## src/rtl/u8e_pkg.sv

```systemverilog
package u8e_pkg;

   // Longest encoding in the original six-byte form.
   localparam int unsigned MaxBytes = 6;

   localparam int unsigned CpWidth  = 31;
   localparam int unsigned LenWidth = 3;
   localparam int unsigned IdxWidth = 3;

   // Largest value for each encoding length.
   localparam logic [CpWidth-1:0] Limit1 = 31'h0000_007F;
   localparam logic [CpWidth-1:0] Limit2 = 31'h0000_07FF;
   localparam logic [CpWidth-1:0] Limit3 = 31'h0000_FFFF;
   localparam logic [CpWidth-1:0] Limit4 = 31'h001F_FFFF;
   localparam logic [CpWidth-1:0] Limit5 = 31'h03FF_FFFF;

   localparam logic [1:0] ContMark = 2'b10;

   // One encoded character: bytes in emission order, lead byte at index 0.
   typedef struct packed {
      logic [MaxBytes-1:0][7:0] bytes;
      logic [LenWidth-1:0]      len;
   } enc_item_type;

endpackage

```

## src/rtl/u8e_ser.sv

```systemverilog
module u8e_ser (
   input  logic                  clock,
   input  logic                  reset,
   input  logic                  in_valid,
   output logic                  in_ready,
   input  u8e_pkg::enc_item_type in_item,
   output logic                  rsp_tvalid,
   input  logic                  rsp_tready,
   output logic [7:0]            rsp_tdata,   // byte_value
   output logic                  rsp_tlast,   // is_last
   output logic [2:0]            rsp_tuser    // total_length
);

   logic                             valid_ff, valid_in;
   logic [u8e_pkg::IdxWidth-1:0]     idx_ff, idx_in;
   u8e_pkg::enc_item_type            item_ff, item_in;
   logic                             last_byte;
   logic                             take;

   assign last_byte  = (idx_ff == (item_ff.len - 3'd1));
   assign in_ready   = !valid_ff || (rsp_tready && last_byte);
   assign take       = in_valid && in_ready;

   assign rsp_tvalid = valid_ff;
   assign rsp_tdata  = item_ff.bytes[idx_ff];
   assign rsp_tlast  = last_byte;
   assign rsp_tuser  = item_ff.len;

   always_comb begin
      valid_in = valid_ff;
      idx_in   = idx_ff;
      item_in  = item_ff;
      if (take) begin
         valid_in = 1'b1;
         idx_in   = '0;
         item_in  = in_item;
      end else if (valid_ff && rsp_tready) begin
         if (last_byte) begin
            valid_in = 1'b0;
         end else begin
            idx_in = idx_ff + 3'd1;
         end
      end
   end

   always_ff @(posedge clock) begin
      if (reset) begin
         valid_ff <= 1'b0;
         idx_ff   <= '0;
      end else begin
         valid_ff <= valid_in;
         idx_ff   <= idx_in;
      end
      item_ff <= item_in;
   end

   // A taken byte that is not the last one is followed by another byte.
   a_more_bytes: assert property (@(posedge clock) disable iff (reset)
      (rsp_tvalid && rsp_tready && !rsp_tlast) |=> rsp_tvalid)
      else $error("byte stream of a character broke off early");

   // The byte index never runs past the encoding length.
   a_idx_range: assert property (@(posedge clock) disable iff (reset)
      rsp_tvalid |-> (idx_ff < item_ff.len))
      else $error("byte index beyond encoding length");

   // Every held character has a length between one and six bytes.
   a_len_range: assert property (@(posedge clock) disable iff (reset)
      rsp_tvalid |-> (item_ff.len != 3'd0 && item_ff.len <= 3'd6))
      else $error("encoding length out of range");

endmodule

```

## src/rtl/utf8_encoder.sv

```systemverilog
// Channel   Direction  Ports                    Contents
// req_      in         tvalid tready tdata[31:0] code_point in bits 30:0
// rsp_      out        tvalid tready tdata[7:0]  byte_value; tlast = is_last;
//                                               tuser[2:0] = total_length
//
// A character leaves as 1 to 6 bytes, one byte per cycle on the response
// port while rsp_tready is high, and the next character follows its last
// byte without a gap.
// A request passes stages 1, 2 and 3 and then the serializer register before its first byte appears.
// Reset is synchronous and clears only the valid bits of the stages and of the
// serializer and the byte index of the serializer.
// A stall on the response side holds every full stage; requests keep flowing
// in until all stages are full, and nothing is dropped or repeated.
module utf8_encoder (
   input  logic        clock,
   input  logic        reset,
   input  logic        req_tvalid,
   output logic        req_tready,
   input  logic [31:0] req_tdata,   // code_point [30:0], zero [31]
   output logic        rsp_tvalid,
   input  logic        rsp_tready,
   output logic [7:0]  rsp_tdata,   // byte_value [7:0]
   output logic        rsp_tlast,   // is_last
   output logic [2:0]  rsp_tuser    // total_length [2:0]
);

   // Stage 1 captures the request, stage 2 finds the encoding length,
   // stage 3 builds all bytes, and the serializer sends them one by one.
   logic                                 v1_ff, v2_ff, v3_ff;
   logic [u8e_pkg::CpWidth-1:0]          cp1_ff, cp2_ff;
   logic [u8e_pkg::LenWidth-1:0]         len2_ff, len2_in;
   u8e_pkg::enc_item_type                enc3_ff, enc3_in;
   logic                                 rdy1, rdy2, rdy3;
   logic                                 ser_ready;

   // Each stage loads when empty or when its content moves on.
   assign rdy3       = !v3_ff || ser_ready;
   assign rdy2       = !v2_ff || rdy3;
   assign rdy1       = !v1_ff || rdy2;
   assign req_tready = rdy1;

   // Length is the smallest that holds the value.
   always_comb begin
      if (cp1_ff > u8e_pkg::Limit5) begin
         len2_in = 3'd6;
      end else if (cp1_ff > u8e_pkg::Limit4) begin
         len2_in = 3'd5;
      end else if (cp1_ff > u8e_pkg::Limit3) begin
         len2_in = 3'd4;
      end else if (cp1_ff > u8e_pkg::Limit2) begin
         len2_in = 3'd3;
      end else if (cp1_ff > u8e_pkg::Limit1) begin
         len2_in = 3'd2;
      end else begin
         len2_in = 3'd1;
      end
   end

   // Six-bit payload groups of the value, group 0 in the lowest bits.
   logic [u8e_pkg::MaxBytes-1:0][5:0] chunk;
   logic [u8e_pkg::LenWidth-1:0]      src;

   assign chunk = {5'd0, cp2_ff};

   always_comb begin
      enc3_in       = '0;
      enc3_in.len   = len2_ff;
      src           = '0;
      // A multi-byte lead byte carries length ones, a zero and the top payload bits.
      case (len2_ff)
         3'd1:    enc3_in.bytes[0] = {1'b0, cp2_ff[6:0]};
         3'd2:    enc3_in.bytes[0] = {3'b110, cp2_ff[10:6]};
         3'd3:    enc3_in.bytes[0] = {4'b1110, cp2_ff[15:12]};
         3'd4:    enc3_in.bytes[0] = {5'b11110, cp2_ff[20:18]};
         3'd5:    enc3_in.bytes[0] = {6'b111110, cp2_ff[25:24]};
         3'd6:    enc3_in.bytes[0] = {7'b1111110, cp2_ff[30]};
         default: enc3_in.bytes[0] = '0;
      endcase
      // Continuation bytes take the lower groups, highest group first.
      for (int k = 1; k < u8e_pkg::MaxBytes; k++) begin
         if (3'(k) < len2_ff) begin
            src = len2_ff - 3'd1 - 3'(k);
            enc3_in.bytes[k] = {u8e_pkg::ContMark, chunk[src]};
         end
      end
   end

   always_ff @(posedge clock) begin
      if (reset) begin
         v1_ff <= 1'b0;
         v2_ff <= 1'b0;
         v3_ff <= 1'b0;
      end else begin
         if (rdy1) v1_ff <= req_tvalid;
         if (rdy2) v2_ff <= v1_ff;
         if (rdy3) v3_ff <= v2_ff;
      end
      if (rdy1) cp1_ff <= req_tdata[u8e_pkg::CpWidth-1:0];
      if (rdy2) begin
         cp2_ff  <= cp1_ff;
         len2_ff <= len2_in;
      end
      if (rdy3) enc3_ff <= enc3_in;
   end

   u8e_ser u_ser (
      .clock      (clock),
      .reset      (reset),
      .in_valid   (v3_ff),
      .in_ready   (ser_ready),
      .in_item    (enc3_ff),
      .rsp_tvalid (rsp_tvalid),
      .rsp_tready (rsp_tready),
      .rsp_tdata  (rsp_tdata),
      .rsp_tlast  (rsp_tlast),
      .rsp_tuser  (rsp_tuser)
   );

   // A full stage that cannot move on keeps its valid bit.
   a_stage2_hold: assert property (@(posedge clock) disable iff (reset)
      (v2_ff && !rdy3) |=> v2_ff)
      else $error("stage two lost a request under stall");

   // The last stage keeps its character until the serializer takes it.
   a_stage3_hold: assert property (@(posedge clock) disable iff (reset)
      (v3_ff && !ser_ready) |=> v3_ff)
      else $error("stage three lost a request under stall");

   // Only ASCII values get a one-byte encoding.
   a_len_one: assert property (@(posedge clock) disable iff (reset)
      (v2_ff && len2_ff == 3'd1) |-> (cp2_ff <= u8e_pkg::Limit1))
      else $error("one-byte length for a value above ASCII");

endmodule
```

## config.mk

```make
export PLATFORM = sky130hd
export DESIGN_NAME = utf8_encoder
export DESIGN_NICKNAME = d
export VERILOG_FILES = /design/src/rtl/u8e_pkg.sv /design/src/rtl/u8e_ser.sv /design/src/rtl/utf8_encoder.sv
export SDC_FILE = /design/constraint.sdc
export NUM_CORES = 1
export LEC_CHECK = 0
export ABC_AREA = 1
export BUFFER_PORTS_ARGS = -buffer_cell sky130_fd_sc_hd__buf_2
export CORE_ASPECT_RATIO = 1.1
export CORE_MARGIN = 4
export CORE_UTILIZATION = 57
export CTS_BUF_LIST = sky130_fd_sc_hd__clkbuf_8
export CTS_CLUSTER_SIZE = 20
export DETAILED_ROUTE_END_ITERATION = 8
export MAX_ROUTING_LAYER = met4
export PLACE_DENSITY = 0.76
export REMOVE_ABC_BUFFERS = 1
export SYNTH_ARGS = -nofsm -noshare
export SYNTH_HDL_FRONTEND = slang
export SYNTH_SLANG_ARGS = --single-unit
```

## constraint.sdc

```tcl
create_clock -name clock -period 8.1 [get_ports clock]
set_input_delay 1.62 -clock clock [delete_from_list [all_inputs] [get_ports clock]]
set_output_delay 1.62 -clock clock [all_outputs]
set_load 0.01 [all_outputs]
```

======== Word-level counts from Yosys, hierarchy flattened ========
Cells that the tools add are included.
operators by class
  add/subtract/negate cells ............... 8
  multipliers ............................. 0
  divide/modulo/power cells ............... 0
  magnitude comparators ................... 16
  equal/unequal tests ..................... 7
  shifts and indexed selects .............. 0
  mux-type cells .......................... 25
  bitwise gates (word level) .............. 1
  reductions and logical operators ........ 17
operators with widths
  operator              number
  $bmux 6 s3            5
  $mux 8                6
  $pmux 8 s6            1
  $gt 31x11->1 const B  1
  $gt 31x16->1 const B  1
  $gt 31x21->1 const B  1
  $gt 31x26->1 const B  1
  $gt 31x7->1 const B   1
  $mux 6                5
  $bmux 8 s3            1
  $lt 3x4->1 const B    6
  $eq 3x3->1 const B    3
  $sub 3x1->3 const B   3
  $mux 2                4
  $eq 3x2->1 const B    2
  $lt 2x3->1 const A    2
  $lt 3x3->1 const A    2
  $sub 3x2->3 const B   2
  $sub 3x3->3 const B   2
  $logic_not 1->1       4
  $logic_or 1x1->1      4
  $reduce_and 2->1      2
  $reduce_bool 2->1     2
  $add 3x1->3 const B   1
  other kinds (8)       12
word-level totals
  bits in registers ....................... 174
  latch bits .............................. 0
  memory bits (writable) .................. 0
  memory bits (read-only) ................. 0
  bits of input ports ..................... 36
  output and inout port bits .............. 14
  memories kept ........................... 0

======== Logic depth before layout (Yosys ltp) ========
  word-level depth ........................ 7
  depth in mapped cells ................... 13
  gate-level depth less buffers ........... 13

======== Modules after synthesis ========
A second synthesis with hierarchy kept.
unflattened totals
  cell total of the unflattened synthesis .. 696
  area, all modules ....................... 7,463.4 sq um
modules (own cells, without submodules)
  module        times used  cells an instance  area an instance (sq um)  seq. area each (sq um)
  utf8_encoder  1           506                5,193.7                   3,363.2
  u8e_ser       1           190                2,269.7                   1,611.5

======== Least setup slack after synthesis ========
OpenSTA, ideal clock, no wires.
  kind .................................... in2out
  from .................................... in rsp_tready
  to ...................................... out req_tready
  data arrival time ....................... 2.802 ns
  slack ................................... 3.678 ns
  stages .................................. 4
  buffers on the path ..................... 0
  cell sequence ........................... inv_1 -> nand2_1 -> nand2_1 -> nand4_1
between the ends
  cells in the longest elaborated chain, start to end .. 5
ends and longest elaborated chain
  what               line                source
  start, declared    utf8_encoder.sv:21  input logic rsp_tready,
  $logic_and 1x1->1  u8e_ser.sv:21       assign in_ready = !valid_ff || (rsp_tready && last_byte);
  $logic_or 1x1->1   u8e_ser.sv:21
  $logic_or 1x1->1   utf8_encoder.sv:37  assign rdy3 = !v3_ff || ser_ready;
  $logic_or 1x1->1   utf8_encoder.sv:38  assign rdy2 = !v2_ff || rdy3;
  $logic_or 1x1->1   utf8_encoder.sv:39  assign rdy1 = !v1_ff || rdy2;
  end, declared      utf8_encoder.sv:18  output logic req_tready,
Every way passes these cells.

======== Final worst setup path ========
  from .................................... reg u_ser.idx_ff[0] (netlist name)
  to ...................................... out req_tready
between the ends
  cells in the longest elaborated chain, start to end .. 6
ends and longest elaborated chain
  what                    line                source
  start, declared         u8e_ser.sv:15       logic [u8e_pkg::IdxWidth-1:0] idx_ff, idx_in;
  start signal, assigned  u8e_ser.sv:52       idx_ff <= idx_in;
  $eq 3x3->1              u8e_ser.sv:20       assign last_byte = (idx_ff == (item_ff.len - 3'd1));
  $logic_and 1x1->1       u8e_ser.sv:21
  $logic_or 1x1->1        u8e_ser.sv:21
  $logic_or 1x1->1        utf8_encoder.sv:37
  $logic_or 1x1->1        utf8_encoder.sv:38
  $logic_or 1x1->1        utf8_encoder.sv:39
Every way passes these cells.

==> results by stage <==
Run status:
- The run finished with clean final reports.

Synth:
- Counting flops and latches in the post-synthesis netlist gives 162.
- Yosys mapped a number of flops with a built-in enable equal to 155.
- After synthesis, the share of flip-flops with an asynchronous set or reset is 0.
- During synthesis, Yosys emitted a total of 0 warnings.
- After synthesis, the cell types taking the most area are edfxtp_1 (67%), nand2_1 (7.8%), o21ai_0 (4.3%), nor2_1 (3.5%), inv_1 (3.1%).
- The share of synthesized area in the top cell type comes to 0.6709.
- Synthesis handed over a netlist of 616 instances.
- A synthesized cell averages 11.26 um^2.
- The largest total area in the synthesized netlist belongs to edfxtp_1.
- Of the synthesized area, sequential elements account for 0.6911.
- The primary flip-flop cell chosen by synthesis mapping is edfxtp_1.
- The synthesized area is 6938 um^2.
- In this run, distinct cell masters in the synthesized netlist total 36.

STA:
- The total negative setup slack is 0 ns.
- The final number of max-transition violations is 0.
- The measured slew at the worst slew-check pin is 1.232 ns.
- Derived from the worst setup path, the maximum achievable clock frequency is 0.2010 GHz.
- The shortest clock period the worst path allows after layout is 4.976 ns.
- The worst slew margin relative to its limit is 0.1765.
- The clock arrives with 0.01021 ns of skew.
- The hold slack is 0.4190 ns.
- The final number of hold-violating endpoints is 0.
- Setup violations remaining at the end of the flow were counted as 0.
- The worst path meets setup with 3.124 ns of slack.
- The portion of the clock cycle consumed by the worst path in the final layout is 0.6143.
- Setup repair after global routing left no endpoint under its margin.

Global routing:
- The pin count of the biggest net entering global routing is 49.
- The number of antenna violations at the first check in global routing is 0.
- The overall fraction of global-route tracks in use is 0.2176.
- Summed over all layers, the global routing overflow is 0.
- The via count of the first global-routing pass was 4,269.
- The first global-routing pass estimated 21,910 um of wire.

Floorplanning:
- The number of placed I/O pins is 50.
- The area of the die is 14,000 um^2.
- The starting density of the core is 0.5791.
- The floorplan row count is 42.
- The placeable core region is 11,980 um^2.
- The die span in y is 123.7 um.
- From left edge to right edge, the die measures 113.2 um.

Final layout:
- In the final layout, the share of cells above drive strength 1 is 0.1418.
- In the layout the commonest cells are edfxtp_1 (155), nand2_1 (144), nor2_1 (63), inv_1 (60), o21ai_0 (59).
- Leaving out fill and tap cells, the most frequent cell in the layout is edfxtp_1.
- The number of nets in the final layout is 707.
- The layout overhead on the synthesized area is 10.23%.
- Fill cells in the final layout number 940.
- The number of antenna diodes is 0.

Drt:
- The total wire length after detailed routing is 14,090 um.
- Dividing the detail-routed via count by the number of cells gives 5.432.
- The count of nets left with antenna violations once routing finished came out at 0.
- The number of remaining DRC errors is 0.
- The via count is 4,514.
- The first detailed-routing pass took 5 iterations.
- The first routing iteration left 350 violations.
- The wire length per cell after detailed routing is 16.96 um.

Critical path:
- The type of origin of the critical path is a flop.
- Walking the worst path, the cells encountered are inv_1 -> nand2_1 -> nand2_1 -> nor2_1 -> nand2_1 -> nand2_1 -> nand2_1 -> nand4_1 -> buf_4 -> buf_2.
- At the worst endpoint, the required time is 6.48 ns.
- The worst setup path is captured at an output port.
- Counting stages on the worst path, the most repeated cell is nand2_1.
- For this run, the slowest stage of the critical path takes 0.91 ns.
- The buffer and inverter count on the worst path is 3.
- The critical path is of the reg -> out type.
- The dominant delay contributor by cell family on the critical path is buffers and inverters.
- The critical-path cell with the highest stage delay is dfxtp_1.
- The biggest fanout along the worst timing path is 33.
- Data arrives at the worst endpoint at 3.36 ns.

Power:
- In this run the static leakage power is 3.064 nW.
- Overall power consumption after layout is estimated at 1.617 mW.
- The maximum vdd drop is 0.1385 mV.
- The total power per unit cell area is 211.5 nW/um^2.

Clocking:
- The maximum buffer depth of the clock tree is 2.
- TritonCTS built the clock tree.
- The post-CTS repair timing setup buffer count is 0.
- Clock tree synthesis inserted a total of 17 buffers.
- Counting every sink on the clock net gives 162.
- The H-tree depth is 4.
- The clock root buffer is clkbuf_8.
- After clock tree synthesis, the clock-pin slew on the worst setup and hold paths is 0.09 ns.
- For this design, the CTS-stage hold fixing added 0 buffers.
- The number of gates resized after cts is 0.
- At the later pin of the worst-skew pair, clock insertion delay measures 0.44 ns.

Job:
- The tool flagged a number of max-cap violations equal to 0.

Place:
- OpenSTA, run right after detailed placement, puts the worst setup slack at 3.654 ns.
- The port buffer count is 48.
- The half-perimeter wire length of the detailed placement result is 10,110 um.
- The final weighted congestion of routability-driven global placement is 0.9007.

Worst hold path:
- The type of the worst min-delay path is reg -> reg.
==> path summary, 6_finish.rpt <==
check | startpoint | endpoint | slack (ns) | cells after the start
worst max-delay path | u_ser.idx_ff[0]$_SDFFE_PP0P_ | req_tready | 3.12 | 10
worst min-delay path | enc3_ff[26]$_DFFE_PP_ | u_ser.item_ff[26]$_DFFE_PP_ | 0.42 | 0
worst max register to register | u_ser.idx_ff[0]$_SDFFE_PP0P_ | u_ser.idx_ff[0]$_SDFFE_PP0P_ | 4.50 | 11
worst min register to register | enc3_ff[26]$_DFFE_PP_ | u_ser.item_ff[26]$_DFFE_PP_ | 0.42 | 0
==> routing by layer <==
metal,track usage,part of all wire,vias to the layer above
met5,-,0,-
met4,0.1127,0.037,0
met3,0.03887,0.043,36
met2,0.3552,0.50,160
met1,0.2627,0.42,2093
li1,-,-,2225
==> cell type report <==
class                           instances  area, um^2  share of cell area
Clock buffer                           17       234.0             0.03060
Clock inverter                         15       142.6             0.01865
Inverter                               64       242.7             0.03174
Multi-Input combinational cell        367        1770              0.2315
Sequential cell                       162        4795              0.6270
Tap cell                              154       192.7             0.02520
Timing Repair Buffer                   52       270.3             0.03534
==> logic make-up (layout without fill, tap and decap cells) <==
kind of cell             Yosys count  in the layout  share of synthesized area
AO/OA/AOI/OAI                    116            116                    0.09775
XOR/XNOR                           1              1                   0.001263
adder cells (fa/ha/maj)            7              7                    0.01262
buffers and inverters             87            148                    0.05482
flip-flops                       162            162                     0.6911
multiplexers                       1              1                   0.001443
AND/OR/NAND/NOR                  242            242                     0.1410
==> cells in the mapped netlist (all sizes together), types with 5 or more instances <==
library cell and number:
edfxtp 155, nand2 149, o311ai 6, clkbuf 5, o22ai 6, buf 18, inv 64, ha 7
nor2 66, o211ai 10, nand3 15, o21ai 67, a21oi 14, dfxtp 7
==> power by group <==
group	switching, mW	internal (mW)	total [mW]
combinational	0.0541	0.0291	0.0832
sequential	0.0195	0.964	0.983
clock	0.280	0.271	0.551
==> state kept, by name, summed over array words and instances (netlist names) <==
signal,count
u_ser.rsp_tvalid,1
cp1_ff,31
u_ser.rsp_tuser,3
u_ser.idx_ff,3
v2_ff,1
enc3_ff,45
cp2_ff,31
u_ser.item_ff,42
v1_ff,1
v3_ff,1
len2_ff,3
==> through the flow <==
stage | cell area, um^2 | instances | utilization
detailed placement | 7271 | 799 | 0.6068
global route | 7647 | 831 | 0.6383
floorplan | 6800 | 593 | -
finish | 7647 | 831 | 0.6383
CTS | 7647 | 831 | 0.6383
global placement | 7271 | 799 | 0.6068
(Power assumes the default switching activity.)
